[src/hdl/ppbm_pkg.sv]
// Package for the ping-pong buffer manager: operation codes, the result word
// type and the field widths shared by the engine, output register and top level.
// No dependencies.
`default_nettype none

package ppbm_pkg;

    localparam int SLOT_W = 7;
    localparam int OP_W   = 2;

    localparam logic [SLOT_W-1:0] FPP_RESET = 7'd64;

    typedef enum logic [OP_W-1:0] {
        OP_PUSH    = 2'd0,
        OP_RELEASE = 2'd1,
        OP_CLEAR   = 2'd2
    } op_t;

    typedef struct packed {
        logic              status;
        logic [SLOT_W-1:0] write_slot;
        logic              write_valid;
        logic              handoff_valid;
        logic              handoff_page;
        logic              pull_ready;
        logic              pull_page;
        logic [SLOT_W-1:0] pull_offset;
        logic [SLOT_W-1:0] pull_length;
    } result_t;

endpackage

`default_nettype wire

[src/hdl/ppbm_if.sv]
// Channel interfaces of the ping-pong buffer manager: request, response and
// configuration write. Depends on ppbm_pkg.
`default_nettype none

interface ppbm_req_if;
    import ppbm_pkg::*;
    logic            valid;
    logic            ready;
    logic [OP_W-1:0] op;
    logic            page_id;

    modport source (output valid, output op, output page_id, input ready);
    modport sink   (input valid, input op, input page_id, output ready);
endinterface

interface ppbm_rsp_if;
    import ppbm_pkg::*;
    logic              valid;
    logic              ready;
    logic              status;
    logic [SLOT_W-1:0] write_slot;
    logic              write_valid;
    logic              handoff_valid;
    logic              handoff_page;
    logic              pull_ready;
    logic              pull_page;
    logic [SLOT_W-1:0] pull_offset;
    logic [SLOT_W-1:0] pull_length;

    modport source (output valid, output status, output write_slot, output write_valid,
                    output handoff_valid, output handoff_page, output pull_ready,
                    output pull_page, output pull_offset, output pull_length,
                    input ready);
    modport sink   (input valid, input status, input write_slot, input write_valid,
                    input handoff_valid, input handoff_page, input pull_ready,
                    input pull_page, input pull_offset, input pull_length,
                    output ready);
endinterface

interface ppbm_cfg_if;
    import ppbm_pkg::*;
    logic              valid;
    logic              ready;
    logic [SLOT_W-1:0] data;

    modport source (output valid, output data, input ready);
    modport sink   (input valid, input data, output ready);
endinterface

`default_nettype wire

[src/hdl/ppbm_engine.sv]
// Page state of the ping-pong buffer manager (two fill counters, current page,
// page size register) and the combinational next-state / result logic.
// Depends on ppbm_pkg.
`default_nettype none

module ppbm_engine
    import ppbm_pkg::*;
#(
    parameter int MAX_FRAMES = 64
)
(
    input  wire logic              clk,
    input  wire logic              rst_n,
    input  wire logic              cfg_we,
    input  wire logic [SLOT_W-1:0] cfg_data,
    input  wire logic              accept,
    input  wire logic [OP_W-1:0]   op,
    input  wire logic              page_id,
    output result_t                result
);

    logic [SLOT_W-1:0] fpp_reg;
    logic [SLOT_W-1:0] fill_reg [2];
    logic [SLOT_W-1:0] fill_next [2];
    logic              cur_reg;
    logic              cur_next;
    logic [SLOT_W-1:0] size;
    logic              full0;
    logic              full1;
    logic              cur_full;
    logic              r0;
    logic              r1;
    logic              pp;

    // effective size: 0 acts as 1, anything past MAX_FRAMES is clamped
    always_comb
    begin
        if (fpp_reg == '0)
            size = SLOT_W'(1);
        else if (int'(fpp_reg) > MAX_FRAMES)
            size = SLOT_W'(MAX_FRAMES);
        else
            size = fpp_reg;
    end

    assign full0    = (fill_reg[0] >= size);
    assign full1    = (fill_reg[1] >= size);
    assign cur_full = cur_reg ? full1 : full0;

    always_comb
    begin
        fill_next[0] = fill_reg[0];
        fill_next[1] = fill_reg[1];
        cur_next     = cur_reg;
        result       = '0;
        case (op_t'(op))
            OP_PUSH:
            begin
                if (full0 && full1)
                begin
                    result.status = 1'b1;
                end
                else
                begin
                    if (cur_full)
                    begin
                        result.handoff_valid = 1'b1;
                        result.handoff_page  = cur_reg;
                        cur_next             = ~cur_reg;
                    end
                    result.write_valid   = 1'b1;
                    result.write_slot    = (cur_next ? size : '0) + fill_reg[cur_next];
                    fill_next[cur_next]  = fill_reg[cur_next] + SLOT_W'(1);
                end
            end
            OP_RELEASE:
            begin
                fill_next[page_id] = '0;
            end
            OP_CLEAR:
            begin
                fill_next[0] = '0;
                fill_next[1] = '0;
                cur_next     = 1'b0;
            end
            default:
            begin
            end
        endcase

        // pull report on the state after this word
        r0 = (fill_next[0] >= size);
        r1 = (fill_next[1] >= size);
        pp = (r0 && r1) ? ~cur_next : r1;
        if (r0 || r1)
        begin
            result.pull_ready  = 1'b1;
            result.pull_page   = pp;
            result.pull_offset = pp ? size : '0;
            result.pull_length = size;
        end
    end

    always_ff @(posedge clk or negedge rst_n)
    begin
        if (!rst_n)
        begin
            fpp_reg     <= FPP_RESET;
            fill_reg[0] <= '0;
            fill_reg[1] <= '0;
            cur_reg     <= 1'b0;
        end
        else
        begin
            if (cfg_we)
                fpp_reg <= cfg_data;
            if (accept)
            begin
                fill_reg[0] <= fill_next[0];
                fill_reg[1] <= fill_next[1];
                cur_reg     <= cur_next;
            end
        end
    end

endmodule

`default_nettype wire

[src/hdl/ppbm_out_reg.sv]
// Result register of the ping-pong buffer manager: holds one result word and
// takes the next one in the same cycle the held word is taken. Depends on ppbm_pkg.
`default_nettype none

module ppbm_out_reg
    import ppbm_pkg::*;
(
    input  wire logic    clk,
    input  wire logic    rst_n,
    input  wire logic    load_valid,
    output logic         load_ready,
    input  wire result_t load_data,
    output logic         out_valid,
    input  wire logic    out_ready,
    output result_t      out_data
);

    logic    valid_reg;
    logic    valid_next;
    result_t data_reg;

    assign load_ready = !valid_reg || out_ready;

    always_comb
    begin
        valid_next = valid_reg;
        if (load_ready)
            valid_next = load_valid;
    end

    always_ff @(posedge clk or negedge rst_n)
    begin
        if (!rst_n)
            valid_reg <= 1'b0;
        else
            valid_reg <= valid_next;
    end

    always_ff @(posedge clk)
    begin
        if (load_valid && load_ready)
            data_reg <= load_data;
    end

    assign out_valid = valid_reg;
    assign out_data  = data_reg;

endmodule

`default_nettype wire

[src/hdl/ping_pong_buffer_manager.sv]
// Ping-pong buffer manager: one request word (push, release, clear) in each cycle the
// result register can take it, one result word out per request in the cycle after.
// The result register lets a new request enter in the same cycle the previous result
// is taken, so with the sink always ready the block sustains one word per clock; the
// rate is set by the single state update of the two fill counters and the page bit
// per cycle. The user must write the page size register through cfg only while it is
// idle; the block does not enforce this. cfg is always ready. Slot addresses are
// page * size + fill, 7 bits wide. Depends on ppbm_pkg, ppbm_if, ppbm_engine, ppbm_out_reg.
`default_nettype none

module ping_pong_buffer_manager
    import ppbm_pkg::*;
#(
    parameter int MAX_FRAMES = 64
)
(
    input  wire logic clk,
    input  wire logic rst_n,
    ppbm_cfg_if.sink  cfg,
    ppbm_req_if.sink  req,
    ppbm_rsp_if.source rsp
);

    result_t step_result;
    result_t held_result;
    logic    req_ready;

    assign cfg.ready = 1'b1;
    assign req.ready = req_ready;

    ppbm_engine #(
        .MAX_FRAMES (MAX_FRAMES)
    ) u_engine (
        .clk      (clk),
        .rst_n    (rst_n),
        .cfg_we   (cfg.valid),
        .cfg_data (cfg.data),
        .accept   (req.valid && req_ready),
        .op       (req.op),
        .page_id  (req.page_id),
        .result   (step_result)
    );

    ppbm_out_reg u_out_reg (
        .clk        (clk),
        .rst_n      (rst_n),
        .load_valid (req.valid),
        .load_ready (req_ready),
        .load_data  (step_result),
        .out_valid  (rsp.valid),
        .out_ready  (rsp.ready),
        .out_data   (held_result)
    );

    assign rsp.status        = held_result.status;
    assign rsp.write_slot    = held_result.write_slot;
    assign rsp.write_valid   = held_result.write_valid;
    assign rsp.handoff_valid = held_result.handoff_valid;
    assign rsp.handoff_page  = held_result.handoff_page;
    assign rsp.pull_ready    = held_result.pull_ready;
    assign rsp.pull_page     = held_result.pull_page;
    assign rsp.pull_offset   = held_result.pull_offset;
    assign rsp.pull_length   = held_result.pull_length;

endmodule

`default_nettype wire

[src/flat_wrapper.sv]
// flat-port wrapper written by rule: the top's interface ports become plain ports
module ping_pong_buffer_manager_flat import ppbm_pkg::*;
#(
    parameter int MAX_FRAMES = 64
)
  (clk, rst_n, cfg_valid, cfg_data, cfg_ready, req_valid, req_op, req_page_id, req_ready, rsp_valid, rsp_status, rsp_write_slot, rsp_write_valid, rsp_handoff_valid, rsp_handoff_page, rsp_pull_ready, rsp_pull_page, rsp_pull_offset, rsp_pull_length, rsp_ready);
  ppbm_cfg_if cfg_i ();
  ppbm_req_if req_i ();
  ppbm_rsp_if rsp_i ();
  input  wire logic clk;
  input  wire logic rst_n;
  input wire logic [$bits(cfg_i.valid)-1:0] cfg_valid;
  input wire logic [$bits(cfg_i.data)-1:0] cfg_data;
  output wire logic [$bits(cfg_i.ready)-1:0] cfg_ready;
  input wire logic [$bits(req_i.valid)-1:0] req_valid;
  input wire logic [$bits(req_i.op)-1:0] req_op;
  input wire logic [$bits(req_i.page_id)-1:0] req_page_id;
  output wire logic [$bits(req_i.ready)-1:0] req_ready;
  output wire logic [$bits(rsp_i.valid)-1:0] rsp_valid;
  output wire logic [$bits(rsp_i.status)-1:0] rsp_status;
  output wire logic [$bits(rsp_i.write_slot)-1:0] rsp_write_slot;
  output wire logic [$bits(rsp_i.write_valid)-1:0] rsp_write_valid;
  output wire logic [$bits(rsp_i.handoff_valid)-1:0] rsp_handoff_valid;
  output wire logic [$bits(rsp_i.handoff_page)-1:0] rsp_handoff_page;
  output wire logic [$bits(rsp_i.pull_ready)-1:0] rsp_pull_ready;
  output wire logic [$bits(rsp_i.pull_page)-1:0] rsp_pull_page;
  output wire logic [$bits(rsp_i.pull_offset)-1:0] rsp_pull_offset;
  output wire logic [$bits(rsp_i.pull_length)-1:0] rsp_pull_length;
  input wire logic [$bits(rsp_i.ready)-1:0] rsp_ready;
  assign cfg_i.valid = cfg_valid;
  assign cfg_i.data = cfg_data;
  assign cfg_ready = cfg_i.ready;
  assign req_i.valid = req_valid;
  assign req_i.op = req_op;
  assign req_i.page_id = req_page_id;
  assign req_ready = req_i.ready;
  assign rsp_valid = rsp_i.valid;
  assign rsp_status = rsp_i.status;
  assign rsp_write_slot = rsp_i.write_slot;
  assign rsp_write_valid = rsp_i.write_valid;
  assign rsp_handoff_valid = rsp_i.handoff_valid;
  assign rsp_handoff_page = rsp_i.handoff_page;
  assign rsp_pull_ready = rsp_i.pull_ready;
  assign rsp_pull_page = rsp_i.pull_page;
  assign rsp_pull_offset = rsp_i.pull_offset;
  assign rsp_pull_length = rsp_i.pull_length;
  assign rsp_i.ready = rsp_ready;
  ping_pong_buffer_manager #(.MAX_FRAMES(MAX_FRAMES)) u_core (.clk(clk), .rst_n(rst_n), .cfg(cfg_i), .req(req_i), .rsp(rsp_i));
endmodule
[config.mk]
export PLATFORM = sky130hd
export DESIGN_NAME = ping_pong_buffer_manager_flat
export DESIGN_NICKNAME = d
export VERILOG_FILES = /design/src/hdl/ppbm_pkg.sv /design/src/hdl/ppbm_if.sv /design/src/hdl/ppbm_engine.sv /design/src/hdl/ppbm_out_reg.sv /design/src/hdl/ping_pong_buffer_manager.sv /design/src/flat_wrapper.sv
export SDC_FILE = /design/constraint.sdc
export NUM_CORES = 1
export LEC_CHECK = 0
export ABC_AREA = 1
export BUFFER_PORTS_ARGS = -buffer_cell sky130_fd_sc_hd__buf_2
export CAP_MARGIN = 0
export CELL_PAD_IN_SITES_DETAIL_PLACEMENT = 2
export CELL_PAD_IN_SITES_GLOBAL_PLACEMENT = 2
export CORE_MARGIN = 4
export CORE_UTILIZATION = 35
export CTS_CLUSTER_DIAMETER = 30
export CTS_CLUSTER_SIZE = 30
export DETAILED_ROUTE_END_ITERATION = 6
export MAX_ROUTING_LAYER = met4
export PLACE_DENSITY = 0.89
export SLEW_MARGIN = 25
export SYNTH_ARGS = -nofsm -noshare
export SYNTH_HDL_FRONTEND = slang
export SYNTH_HIERARCHICAL = 1
export SYNTH_SLANG_ARGS = --single-unit
[constraint.sdc]
create_clock -name clk -period 5.5 [get_ports clk]
set_input_delay 0.825 -clock clk [delete_from_list [all_inputs] [get_ports clk]]
set_output_delay 0.825 -clock clk [all_outputs]
set_load 0.03 [all_outputs]
### Word-level counts from Yosys, hierarchy flattened

Cells that the tools add are included.

* add/subtract/negate cells: 2
* $lt $le $gt $ge: 9
* equal/unequal tests: 2
* mux-type cells: 25
* bitwise operators: 8
* reduce and logical (&&, ||, !) cells: 13

Operators with widths (count)
* 2-to-1 mux 7 bit: 9
* case mux 14 bit (3 select lines): 1
* >= comparator 7 bit: 4
* 2-to-1 mux 16 bit: 1
* AND 14 bit: 1
* bitwise mux 14 bit: 1
* demux 7 bit (select 1 bit): 2
* 2-to-1 mux 14 bit: 1
* inverter 14 bit: 1
* adder 7 x 1 -> 7 bit, second input constant: 1
* adder 7 bit: 1
* greater-than comparator 7 bit, second input constant: 1
* zero test 7 bit: 1
* 2-to-1 mux 1 bit: 7
* logical AND 1 bit: 5
* >= comparator 2 bit, second input constant: 2
* < comparator 2 x 1 -> 1 bit, second input constant: 2
* inverter 1 bit: 4
* inverter 1 -> 2 bit: 2
* 2-to-1 mux 3 bit: 1
* OR reduction 3 bit: 1
* == test 2 x 1 -> 1 bit, second input constant: 1
* == test 2 bit, second input constant: 1
* zero test 2 bit: 1
* other kinds (6): 7

* bits in registers: 50
* output and inout bits: 30

### Logic depth before layout (Yosys ltp)

* depth after elaboration: 21
* depth in mapped cells: 32
* mapped depth without buffers: 32

### Modules after synthesis

Netlist, hierarchy kept.

Modules (own cells, without submodules)
* ppbm_engine: times used 1, cells an instance 386, area each 2558.7 µm², seq. area each 551.8 µm²
* ppbm_out_reg: times used 1, cells an instance 33, area each 855.8 µm², seq. area each 835.8 µm²
* ping_pong_buffer_manager: times used 1, cells an instance 4, area each 18.8 µm², seq. area each 0.0 µm²

### Worst setup path before layout

Ideal clock, no wire load.

* path kind: register to register
* from: reg u_core.u_engine.fpp_reg[4]
* to: reg u_core.u_out_reg.data_reg, in the netlist u_core/u_out_reg/out_data[15], data pin
* setup time: 0.267 ns
* arrival time: 3.765 ns
* slack: 1.468 ns
* stages on the path, launching flop included: 33
* buffers on the path: 0
* clock period less this slack: 4.032 ns
* cells stage by stage: dfrtp_1 > nor4_1 > nand3_1 > nand2_1 > o21ai_0 > inv_1 > ha_1 > inv_1 > nand2_1 > nand2_1 > nand2_1 > nand2_1 > nand2_1 > nand2_2 > nand3_1 > nand2_1 > ha_1 > nand2_2 > nor2_1 > nand2_1 > nand2_1 > nand3_1 > nand2_1 > nand2_1 > ha_1 > nand2_1 > inv_1 > nand4_1 > o211ai_1 > nor2_1 > inv_1 > nor2_1 > inv_1

RTL lines
* start: declaration: line ppbm_engine.sv:22 `logic [SLOT_W-1:0] fpp_reg;`
* start signal: assignment: line ppbm_engine.sv:116 `fpp_reg <= cfg_data;`
* end signal: assignment: line ppbm_out_reg.sv:42 `data_reg <= load_data;`
* end: declaration: line ppbm_out_reg.sv:20 `result_t data_reg;`

==> results.md <==
* Outcome: completed
* Reg2reg start: u_core/u_engine/fpp_reg[4]$_DFFE_PN0P_
* Die Wd at 107.0 um
* RD Place Congestion at 0.8951
* Final setup viols at 0
* Worst VDD drop at 0.0001505 V
* Reg2reg path depth at 28
* CP most frequent cell: nand2_1
* Final Power at around 2 mW
* First-pass detailed-route iteration total at 4
* Setup tns final at 0 ns
* Commonest cells in the synthesized netlist: nand2_1, inv_1, nor2_1
* Worst-margin pin slew at 0.7914 ns
* Post-synth EDFFs at 27
* Synth-to-Final Area Change at 15.27%
* # DRC at 0
* Final slew viol count at 0
* Max Buffers Root-to-Sink at 2
* Synth async-reset ratio at 46.00%
* H-tree depth at 2
* Share of the synthesized area in the top cell type at 23.62%
* First-pass GRT wire length at ~20000 um
* Power per Cell Area at 514.8 nW/um^2
* Chip height at around 110 um
* Post-Route Skew at 0.006058 ns
* Critical path class: flip-flop to flip-flop
* Initial antenna violation count at 0
* YS warnings at 6
* Setup crit end kind: flip-flop
* 1st-iter DRT viols at 189
* Part of the cycle the worst path needs at 93.15%
* Slew headroom at 47.18%
* Post-Synthesis Cells at 423
* Synth Net Count at 474
* Mapped cell area at 3433 sq um
* Fraction of layout cells with a size suffix above 1 at 20.51%
* WP data required at about 5.6 ns
* Die area at 11460 sq um
* Starting Density at 36.47%
* GRT overflow at 0
* Crit path max-delay cell type: dfrtp_1
* Worst hold slack at 0.4958 ns
* CP arrival at 5.19 ns
* Skew-Pair Late Insertion Delay at about 0.32 ns
* Vias at 3275
* Worst Path Max Fanout at 8
* DR WL/cell at 21.17 um
* Pin count of the biggest net entering global routing at 28
* Core area at 9415 sq um
* Nets at 523
* Reg2reg end: u_core/u_out_reg/out_data[2]$_DFFE_PP_
* Post-DP HPWL at ~9400 um
* Register area share after synthesis at 40.42%
* Period minus WS final at slightly above 5 ns
* Min-Delay Path Class: input port to asynchronous set/reset pin
* CP startpoint kind: flip-flop
* Clock buffer count from CTS at 5
* IO Port Bufs at 43
* Final hold vios at 0
* FF-to-FF setup slack at 0.38 ns
* Dpl cells at 594
* Post-synth top flop: edfxtp_1
* Fin util at a little over two fifths
* Top cells by area, synth: edfxtp_1, dfrtp_1, ha_1, nand2_1, inv_1
* ANT nets after route at 0
* Total length of routed wires at 12750 um
* Fmax at 0.1952 GHz
* Synth area leader: edfxtp_1
* Non-filler instance count after layout at 602
* I/O pin cnt at 45
* Total number of clock tree sinks at 50
* CTS tree: done
* Most common cell in the netlist: nand2_1
* Vias in the first global route at 3673
* Leak at 1.922 nW
* CP max stage delay at ~0.43 ns
* Clk pin slew, worst setup/hold paths at 0.11 ns
* Vias per Instance at 5.440
* Root Driver: clkbuf_8
* Mean Syn Cell Area at 8.117 sq um
* Max cap viols at 0
* Diodes inserted at 0
* Row count at 35
* Synthesized flop and latch total at 50
* Yosys cell types at 40
* Max reg flops at 27
* Gr usage total at 23.66%
layer usage:
metal | wire length (um) | part of all wire (%) | vias to the layer above | GRT usage [%]
met4 | 493 | 3.9 | 0 | 10.68
li1 | - | - | 1493 | -
met1 | 5103 | 40 | 1650 | 27.22
met2 | 6703 | 53 | 104 | 41.51
met3 | 447 | 3.5 | 28 | 2.468
met5 | 0 | 0 | - | -
where the power goes:
part           switching (mW)  leakage (nW)  internal [mW]
combinational           0.867          1.30          0.329
clock                   0.145        0.0563          0.139
sequential             0.0640         0.565          0.493
cell usage in the layout (no fill, tap or decap), types with 12 or more instances in the layout:
| cell type | synthesis | layout |
|---|---|---|
| a21oi_1 | 18 | 17 |
| buf_2 | 1 | 43 |
| dfrtp_1 | 22 | 22 |
| edfxtp_1 | 27 | 27 |
| ha_1 | 35 | 34 |
| inv_1 | 53 | 52 |
| nand2_1 | 107 | 104 |
| nand2_2 | 9 | 12 |
| nand3_1 | 28 | 28 |
| nor2_1 | 41 | 40 |
| o21ai_0 | 28 | 27 |
worst max path at each step:
stage                                                 startpoint                                       to  slack (ns)  depth (start not counted)
after floorplan           u_core/u_engine/fpp_reg[4]$_DFFE_PN0P_  u_core/u_out_reg/out_data[15]$_DFFE_PP_        1.47                         32
after global placement    u_core/u_engine/fpp_reg[4]$_DFFE_PN0P_   u_core/u_out_reg/out_data[1]$_DFFE_PP_        0.65                         25
after detailed placement  u_core/u_engine/fpp_reg[4]$_DFFE_PN0P_   u_core/u_out_reg/out_data[2]$_DFFE_PP_        0.18                         28
after CTS                 u_core/u_engine/fpp_reg[4]$_DFFE_PN0P_   u_core/u_out_reg/out_data[0]$_DFFE_PP_        0.18                         28
after global routing      u_core/u_engine/fpp_reg[4]$_DFFE_PN0P_   u_core/u_out_reg/out_data[5]$_DFFE_PP_       -0.02                         28
final                     u_core/u_engine/fpp_reg[4]$_DFFE_PN0P_   u_core/u_out_reg/out_data[2]$_DFFE_PP_        0.38                         28
cell families (layout without fill, tap and decap cells):
| group | count (synthesis) | after routing | share of synthesized area (%) |
|---|---|---|---|
| compound gates | 69 | 69 | 11.26 |
| fa+ha+maj | 36 | 36 | 13.34 |
| other cells | 1 | 1 | 0.1092 |
| flops | 50 | 50 | 40.42 |
| buf+inv | 62 | 112 | 7.143 |
| mux | 4 | 4 | 1.312 |
| xor+xnor | 1 | 1 | 0.2551 |
| simple gates | 200 | 200 | 26.17 |
layout make-up:
cell class | instances | area [sq um]
inverter | 56 | 210.2
timing repair buffer | 48 | 252.7
multi-input combinational | 311 | 1828
sequential | 50 | 1388
tap | 129 | 161.4
clock inverter | 3 | 48.80
clock buffer | 5 | 68.82
fill | 1097 | 5458
per-stage QoR:
stage / setup slack [ns] / area, sq um
finish: 0.3770 / 3958
global route: -0.02193 / 3958
CTS: 0.1792 / 3936
detailed placement: 0.1790 / 3816
global placement: 0.6529 / 3816
floorplan: 1.469 / 3433
worst max-delay path, delay by kind of cell (launching register included):
family          cells  cell delay, ns
flops               1            0.43
simple gates       22            3.16
buf+inv             2            0.18
compound gates      1            0.10
fa+ha+maj           3            0.98
what timing repair did:
action	CTS	global route
hold buffers	0	0
setup endpoints to repair	1	16
setup buffers	0	0
gates resized for setup	1	8
gates cloned	0	0
No activity file was read; power rests on OpenSTA's default activity.
